`config.mk`:
```
export PLATFORM = sky130hd
export DESIGN_NAME = hsv_to_rgb_8bit_core
export DESIGN_NICKNAME = d
export VERILOG_FILES = /design/src/rtl/hsv2rgb_pkg.sv /design/src/rtl/hsv_to_rgb_8bit_core.sv
export SDC_FILE = /design/constraint.sdc
export NUM_CORES = 1
export LEC_CHECK = 0
export CAP_MARGIN = 20
export CORE_MARGIN = 4
export CORE_UTILIZATION = 32
export CTS_CLUSTER_DIAMETER = 100
export DETAILED_ROUTE_END_ITERATION = 16
export DONT_BUFFER_PORTS = 1
export PLACE_DENSITY = 0.47
export SETUP_SLACK_MARGIN = 0.5
export SYNTH_ARGS = -nofsm -noshare
export SYNTH_HDL_FRONTEND = slang
export SYNTH_SLANG_ARGS = --single-unit
```
`constraint.sdc`:
```
create_clock -name clk -period 6.59 [get_ports clk]
set_input_delay 1.318 -clock clk [delete_from_list [all_inputs] [get_ports clk]]
set_output_delay 1.318 -clock clk [all_outputs]
set_load 0.05 [all_outputs]
```
`src/rtl/hsv2rgb_pkg.sv`:
```
// Types, constants and arithmetic helpers for the HSV to RGB converter.
// Depends on nothing; used by the core and by its checker.
package hsv2rgb_pkg;

  localparam int CHANNEL_BITS = 8;
  localparam int CHAN_MAX     = (1 << CHANNEL_BITS) - 1;
  localparam int PROD_BITS    = 2 * CHANNEL_BITS;
  localparam int HS_BITS      = CHANNEL_BITS + 3;

  typedef logic [CHANNEL_BITS-1:0] chan_t;
  typedef logic [PROD_BITS-1:0]    prod_t;
  typedef logic [HS_BITS-1:0]      hue6_t;

  typedef struct packed {
    chan_t hue;
    chan_t saturation;
    chan_t value;
  } hsv_t;

  typedef struct packed {
    chan_t red;
    chan_t green;
    chan_t blue;
  } rgb_t;

  // Colour wheel sectors, in order round the circle
  typedef enum logic [2:0] {
    SEC_R_TO_Y = 3'd0,
    SEC_Y_TO_G = 3'd1,
    SEC_G_TO_C = 3'd2,
    SEC_C_TO_B = 3'd3,
    SEC_B_TO_M = 3'd4,
    SEC_M_TO_R = 3'd5
  } sector_t;

  // floor(p / CHAN_MAX) for p <= CHAN_MAX^2: the estimate (p + p>>N) >> N is
  // low by at most one, so one compare on the remainder fixes it.
  function automatic chan_t div_by_max(input prod_t p);
    logic [PROD_BITS:0]           sum;
    logic [CHANNEL_BITS:0]        q;
    logic [PROD_BITS:0]           qx;
    logic [PROD_BITS:0]           qm;
    logic [PROD_BITS:0]           rem;
    sum = {1'b0, p} + {{(CHANNEL_BITS + 1){1'b0}}, p[PROD_BITS-1:CHANNEL_BITS]};
    q   = sum[PROD_BITS:CHANNEL_BITS];
    qx  = {{CHANNEL_BITS{1'b0}}, q};
    qm  = (qx << CHANNEL_BITS) - qx;
    rem = {1'b0, p} - qm;
    if (rem >= (PROD_BITS + 1)'(CHAN_MAX)) begin
      q = q + (CHANNEL_BITS + 1)'(1);
    end
    return q[CHANNEL_BITS-1:0];
  endfunction

  // Split hue*6 into sector and fraction; the top hue folds into the last sector
  function automatic void split_hue(input chan_t h, output sector_t sec, output chan_t frac);
    hue6_t hs;
    hue6_t rest;
    hs   = (hue6_t'(h) << 2) + (hue6_t'(h) << 1);
    sec  = SEC_R_TO_Y;
    rest = hs;
    for (int k = 1; k <= 5; k++) begin
      if (hs >= hue6_t'(k * CHAN_MAX)) begin
        sec  = sector_t'(3'(k));
        rest = hs - hue6_t'(k * CHAN_MAX);
      end
    end
    if (hs >= hue6_t'(6 * CHAN_MAX)) begin
      sec  = SEC_M_TO_R;
      rest = hue6_t'(CHAN_MAX);
    end
    frac = rest[CHANNEL_BITS-1:0];
  endfunction

endpackage

```
`src/rtl/hsv_to_rgb_8bit_core.sv`:
```
// HSV to RGB pixel converter, six-sector mapping in exact integer arithmetic.
// Each accepted transaction passes stages s1 to s4 and the rgb register, then shows on rgb.
// Throughput: one transaction per cycle while rgb_stall is low; five register
// stages of at most one multiply or constant division each. Stalls fill bubbles first.
// Reset (rst, synchronous) clears the stage valid bits only; data is not reset.
// Depends on hsv2rgb_pkg.
module hsv_to_rgb_8bit_core (
  input  logic              clk,
  input  logic              rst,
  input  logic              hsv_valid,
  output logic              hsv_stall,
  input  hsv2rgb_pkg::hsv_t hsv,
  output logic              rgb_valid,
  input  logic              rgb_stall,
  output hsv2rgb_pkg::rgb_t rgb
);
  import hsv2rgb_pkg::*;

  // Stage valid bits; rgb_valid is the fifth
  logic v1, v2, v3, v4;
  // Stage advance enables: a stage loads when it is empty or its successor moves
  logic en1, en2, en3, en4, en5;

  // Stage 1: saturation * value, hue split
  prod_t   s1_prod;
  sector_t s1_sec;
  chan_t   s1_frac;
  chan_t   s1_value;
  // Stage 2: chroma, fraction coefficient
  chan_t   s2_chroma;
  chan_t   s2_coef;
  sector_t s2_sec;
  chan_t   s2_value;
  // Stage 3: chroma * coefficient, offset
  prod_t   s3_xprod;
  chan_t   s3_chroma;
  chan_t   s3_offset;
  sector_t s3_sec;
  // Stage 4: secondary value
  chan_t   s4_x;
  chan_t   s4_chroma;
  chan_t   s4_offset;
  sector_t s4_sec;

  sector_t in_sec;
  chan_t   in_frac;
  rgb_t    rgb_next;
  chan_t   pr, pg, pb;

  assign en5 = !rgb_valid || !rgb_stall;
  assign en4 = !v4 || en5;
  assign en3 = !v3 || en4;
  assign en2 = !v2 || en3;
  assign en1 = !v1 || en2;
  // Hold the input only when every stage is full and the output is blocked
  assign hsv_stall = !en1;

  always_comb begin
    split_hue(hsv.hue, in_sec, in_frac);
  end

  // Advance valid bits with the data
  always_ff @(posedge clk) begin
    if (rst) begin
      v1        <= 1'b0;
      v2        <= 1'b0;
      v3        <= 1'b0;
      v4        <= 1'b0;
      rgb_valid <= 1'b0;
    end else begin
      if (en1) v1        <= hsv_valid;
      if (en2) v2        <= v1;
      if (en3) v3        <= v2;
      if (en4) v4        <= v3;
      if (en5) rgb_valid <= v4;
    end
  end

  always_ff @(posedge clk) begin
    if (en1) begin
      s1_prod  <= prod_t'(hsv.saturation) * prod_t'(hsv.value);
      s1_sec   <= in_sec;
      s1_frac  <= in_frac;
      s1_value <= hsv.value;
    end
    if (en2) begin
      s2_chroma <= div_by_max(s1_prod);
      // Odd sectors fall away from the primary, so use one minus the fraction
      if (s1_sec == SEC_Y_TO_G || s1_sec == SEC_C_TO_B || s1_sec == SEC_M_TO_R) begin
        s2_coef <= chan_t'(CHAN_MAX) - s1_frac;
      end else begin
        s2_coef <= s1_frac;
      end
      s2_sec   <= s1_sec;
      s2_value <= s1_value;
    end
    if (en3) begin
      s3_xprod  <= prod_t'(s2_chroma) * prod_t'(s2_coef);
      s3_chroma <= s2_chroma;
      s3_offset <= s2_value - s2_chroma;
      s3_sec    <= s2_sec;
    end
    if (en4) begin
      s4_x      <= div_by_max(s3_xprod);
      s4_chroma <= s3_chroma;
      s4_offset <= s3_offset;
      s4_sec    <= s3_sec;
    end
    if (en5) begin
      rgb <= rgb_next;
    end
  end

  // Place chroma and secondary by sector, then lift all channels by the offset
  always_comb begin
    pr = '0;
    pg = '0;
    pb = '0;
    case (s4_sec)
      SEC_R_TO_Y: begin pr = s4_chroma; pg = s4_x;      end
      SEC_Y_TO_G: begin pr = s4_x;      pg = s4_chroma; end
      SEC_G_TO_C: begin pg = s4_chroma; pb = s4_x;      end
      SEC_C_TO_B: begin pg = s4_x;      pb = s4_chroma; end
      SEC_B_TO_M: begin pr = s4_x;      pb = s4_chroma; end
      default:    begin pr = s4_chroma; pb = s4_x;      end
    endcase
    rgb_next.red   = pr + s4_offset;
    rgb_next.green = pg + s4_offset;
    rgb_next.blue  = pb + s4_offset;
  end

endmodule

```
==> flow_summary.ini, run 1 <==
[global_routing]
grt_overflow = 0
use_met2 = 0.220
top_usage_layer = met2
grt_pass1_vias = 9661
grt_max_degree = 36
grt_usage = 0.127
grt_use_met3 = 0.0229
antenna_found_initial = 0
grt_pass1_wl_um = 49400
met1_usage = 0.167

[worst_setup_path]
cp_slowest_stage_delay_ns = 0.49
worst-path-buf-inv = 2
crit_arrival_ns = 5.81
cpMaxStageDelayCell = edfxtp_1
cp_common_cell = ha_1
crit_type = register to register
r2r-end = s4_x[6]
critPathTopFamily = compound AO/OA/AOI/OAI gates
r2r_cells = 22
path_cells = ha_1 > a31o_2 > a211oi_1 > a2bb2oi_1 > nand2b_1 > a21oi_1 > nor2b_1 > and3_1 > ha_1 > inv_1 > ha_1 > inv_1 > ha_1 > o21ai_1 > a21oi_1 > o41ai_2 > a21oi_1 > or4_1 > a211oi_2 > nand4_4 > nand4_1 > xnor2_1
critPathRequiredTime_ns = 6.77
cp_max_fo = 9
endpoint_kind = register
r2r_slack_ns = 0.96
start_kind = register
r2r-start = s3_xprod[9]
cp-startpoint = s3_xprod[9]

[sta]
max_freq_mhz = 178
fin_crit_sh = 0.854
tightest_slew_ns = 1.03
finalClockSkew_ns = 0.0155
totalNegativeSetupSlack_ns = 0
setup_violations = 0
relSlewSlack = 0.310
hold_viol = 0
finalMaxSlewViolations = 0
fin_crit_ns = 5.63
rsz0062_at_grt = false

[layout]
nets = 1680
drive_gt1_frac = 0.0435
syn2layout_area_growth_pct = 9.02
n_fill_cell = 4365
final_common_cell = inv_1
antenna_cells = 0
layout_common_cells = 192 x inv_1, 187 x ha_1, 147 x edfxtp_1, 119 x nand2_1

[logic_synthesis]
ys_seq_area_frac = 0.321
ys_top_cells_by_area = edfxtp_1 31%, ha_1 17%, fa_1 11%
syn-cell-area_um2 = 14100
ys_warn_count = 0
synth-edff-count = 147
syn-instance-count = 1389
synth_top_area_cell = edfxtp_1
async_flop_share = 0
syn_nets = 1681
ys_seq_elements = 152
synth_flop_cell = edfxtp_1
synth.top_cell.area_share = 0.314
syn_area_per_cell_um2 = 10.1
ys_types = 74

[clock_tree]
clockBufferDepth = 2
root_buffer = clkbuf_16
path_clk_slew_ns = 0.07
cts_setup_buffers = 0
cts_hold_buf = 0
cts_sinks = 152
ctsHtreeMaxLevel = 4
ctsResizeCount = 0
cts_tree = yes
numCtsBuffers = 17
clkLatencyLatePin_ns = 0.43

[place]
dp_hpwl_um = 23900
gp_congestion = 0.859
port_buffers = 0

[drt]
ant_nets = 0
drc = 0
via_per_inst = 4.79
drtIter0Drc = 440
drtPass1Iterations = 4
vias = 9504
wl_per_cell_um = 14.8
drt-total-wl_um = 29400

[floorplan]
fp.coreArea_um2 = 43300
die_height_um = 218
dieArea_um2 = 47400
die_w_um = 218
rows = 76
top_level_ports = 54
initial_core_util = 0.325

[min_path]
hp-start = s3_chroma[2]
hold_end = s4_chroma[2]
hold_path_depth = 0
hold_path.class = register to register

[flow_run]
drv_cap = 0

[status]
status = finished clean
-- state kept, by name, summed over array words and instances, names as in the netlist, 8 cells and up --
| signal | flops |
|---|---|
| rgb | 24 |
| s1_prod | 16 |
| s3_xprod | 16 |
| s1_frac | 8 |
| s1_value | 8 |
| s2_chroma | 8 |
| s2_coef | 8 |
| s2_value | 8 |
| s3_chroma | 8 |
| s3_offset | 8 |
| s4_chroma | 8 |
| s4_offset | 8 |
| s4_x | 8 |
-- worst max-delay path by stage --
stage                              to  slack (ns)  depth (start not counted)
after floorplan           s1_prod[15]        1.20                         16
after global placement    s1_prod[15]        1.02                         16
after detailed placement      s4_x[7]        1.02                         22
after CTS                     s4_x[6]        0.97                         22
after global routing          s4_x[7]        0.58                         24
final                         s4_x[6]        0.96                         22
-- worst reg2reg max path, cell delays in order (launching register included) --
cell,delay [ns]
edfxtp_1,0.49
ha_1,0.32
a31o_2,0.20
a211oi_1,0.23
a2bb2oi_1,0.28
nand2b_1,0.08
a21oi_1,0.31
nor2b_1,0.13
and3_1,0.20
ha_1,0.39
inv_1,0.09
ha_1,0.27
inv_1,0.04
ha_1,0.33
o21ai_1,0.25
a21oi_1,0.15
o41ai_2,0.28
a21oi_1,0.11
or4_1,0.49
a211oi_2,0.26
nand4_4,0.22
nand4_1,0.18
xnor2_1,0.08
-- per-stage QoR --
stage	instance area, µm²	hold WS (ns)	setup WS (ns)	std cells	util
2_1_floorplan	14100	0.400	1.20	1389	-
3_3_place_gp	14700	0.401	1.02	1954	0.340
3_5_place_dp	14700	0.405	1.02	1954	0.340
4_1_cts	15300	0.413	0.966	1986	0.355
5_1_grt	15300	0.423	0.577	1986	0.355
6_report	15300	0.414	0.959	1986	0.355
-- cell usage after synthesis (21+ instances only) --
cell / number
nor2_1: 53
xnor2_1: 81
a21o_1: 25
inv_1: 192
edfxtp_1: 147
nand2_1: 119
xor2_1: 32
ha_1: 187
and2_1: 81
a21oi_1: 66
fa_1: 77
a22o_1: 21
o21ai_0: 35
-- final cells by class --
type | count | area [µm²] | area share
clock buffer | 20 | 489 | 0.0319
inverter | 193 | 724 | 0.0472
clock inverter | 12 | 128 | 0.00832
tap | 585 | 732 | 0.0477
multi-input combinational | 1021 | 8730 | 0.569
timing repair buffer | 3 | 22.5 | 0.00147
sequential | 152 | 4510 | 0.294
-- logic make-up (layout without fill, tap and decap cells) --
family	count (synthesis)	count (layout)	synth area share
simple gates	374	374	0.138
compound gates	254	254	0.124
fa+ha+maj	264	264	0.276
xor+xnor	115	115	0.0732
buf+inv	216	228	0.0587
mux	14	14	0.0103
flops	152	152	0.321
-- per-layer routing --
layer | routed length, µm | vias to the layer above
li1 | - | 4821
met1 | 13700 | 4564
met2 | 14700 | 94
met3 | 685 | 25
met4 | 339 | 0
met5 | 0 | -
Power of run 1 is left out: the tool's default activity adds up to more than one toggle a clock period on the data nets, which glitch-free logic cannot reach.
==> run 2, diff against run 1 <==
--- a/config.mk
+++ b/config.mk
@@ -6,11 +6,13 @@
 export NUM_CORES = 1
 export LEC_CHECK = 0
 export CAP_MARGIN = 20
+export CORE_ASPECT_RATIO = 0.8
 export CORE_MARGIN = 4
 export CORE_UTILIZATION = 32
 export CTS_CLUSTER_DIAMETER = 100
 export DETAILED_ROUTE_END_ITERATION = 16
 export DONT_BUFFER_PORTS = 1
+export GPL_TIMING_DRIVEN = 0
 export PLACE_DENSITY = 0.47
 export SETUP_SLACK_MARGIN = 0.5
 export SYNTH_ARGS = -nofsm -noshare
==> flow_summary.ini, run 2 (synthesized netlist as in run 1, its figures left out) <==
[status]
status = finished clean

[layout]
layout_common_cells = 192 x inv_1, 187 x ha_1, 147 x edfxtp_1, 119 x nand2_1, 81 x and2_1
reg_top3 = rgb (24), s1_prod (16), s3_xprod (16)
largest_register_ff_count = 24
antenna_cells = 0
final_common_cell = inv_1
largest-register = rgb
drive_gt1_frac = 0.0484
fin_area_um2 = 15500
nets = 1705
syn2layout_area_growth_pct = 9.98

[sta]
tightest_slew_ns = 0.982
relSlewSlack = 0.344
hold_viol = 0
setup_violations = 0
finalClockSkew_ns = 0.00898
finalMaxSlewViolations = 0
fin_crit_sh = 0.846
fin_crit_ns = 5.57
max_freq_mhz = 179
totalNegativeSetupSlack_ns = 0
rsz0062_at_grt = false

[worst_setup_path]
path_cells = ha_1 > a31o_2 > a211oi_1 > a2bb2oi_2 > nand2b_1 > a21oi_2 > nor2b_1 > nand2_1 > nor2_1 > and3_1 > ha_1 > inv_1 > ha_1 > inv_1 > ha_1 > nor3_1 > o211ai_1 > and3_1 > or3_1 > a211oi_2 > nand4_4 > nand4_1 > xnor2_1
start_kind = register
endpoint_kind = register
crit_arrival_ns = 5.74
critPathTopFamily = simple AND/OR/NAND/NOR gates
cp_common_cell = ha_1
cpMaxStageDelayCell = edfxtp_1
crit_type = register to register
cp_slowest_stage_delay_ns = 0.50
critPathRequiredTime_ns = 6.76
worst-path-buf-inv = 2
cp_max_fo = 9

[clock_tree]
cts_hold_buf = 0
clockBufferDepth = 2
numCtsBuffers = 17
cts_sinks = 152
path_clk_slew_ns = 0.06
root_buffer = clkbuf_16
ctsHtreeMaxLevel = 4
cts_tree = yes
clkLatencyLatePin_ns = 0.43

[global_routing]
antenna_found_initial = 0
grt_overflow = 0
grt_max_degree = 28
grt_pass1_wl_um = 49100
grt_usage = 0.125
grt_pass1_vias = 9622

[drt]
drt-total-wl_um = 29000
drtIter0Drc = 421
drc = 0
drtPass1Iterations = 4
wl_per_cell_um = 14.6
via_per_inst = 4.81
vias = 9560
ant_nets = 0

[place]
port_buffers = 0
dp_hpwl_um = 23600
place_area_um2 = 14800
gp_congestion = 0.812

[floorplan]
die_height_um = 196
fp.coreArea_um2 = 43300
dieArea_um2 = 47400
top_level_ports = 54
initial_core_util = 0.325
die_w_um = 242
rows = 68

[min_path]
hold_path.class = register to register

[flow_run]
drv_cap = 0
## run 2: worst reg2reg max path, delay by kind of cell, from the launching register on
kind                     cells  cell delay (ns)
XOR/XNOR                     1             0.09
AND/OR/NAND/NOR             10             1.89
AO/OA/AOI/OAI                6             1.45
adder cells (fa/ha/maj)      4             1.26
buffers and inverters        2             0.12
flip-flops                   1             0.50
## run 2: path summary, 6_finish.rpt
path	start	end	slack, ns	depth (start not counted)
max reg2reg	s3_xprod[9]	s4_x[7]	1.02	23
min reg2reg	s3_chroma[6]	s4_chroma[6]	0.42	0
min	s3_chroma[6]	s4_chroma[6]	0.42	0
max	s3_xprod[9]	s4_x[7]	1.02	23
## run 2: per-stage QoR
stage	setup WS, ns	hold slack (ns)	std cells	util
floorplan	1.20	0.400	1389	-
global placement	0.752	0.402	1949	0.341
detailed placement	0.802	0.405	1953	0.343
CTS	0.723	0.413	1985	0.356
global route	0.522	0.421	1986	0.357
finish	1.02	0.419	1986	0.357
## run 2: layer usage
layer  GRT usage  vias up  wire [µm]
li1            -     4869          -
met1       0.180     4558      14900
met2       0.197      117      13000
met3      0.0258       16        898
met4      0.0232        0        250
met5           0        -          0
## run 2: layout make-up
type / count / area, µm²
Multi-Input combinational cell: 1021 / 8750
Sequential cell: 152 / 4510
Inverter: 193 / 724
Clock inverter: 12 / 144
Tap cell: 560 / 701
Buffer: 23 / 101
Timing Repair Buffer: 5 / 100
Fill cell: 4325 / 27800
Clock buffer: 20 / 437
## run 2: repair_timing
action / in CTS / in global routing
gates resized for setup: 0 / 5
setup buffers: 0 / 0
setup endpoints to repair: 0 / 8
Power of run 2 is left out for the same reason.
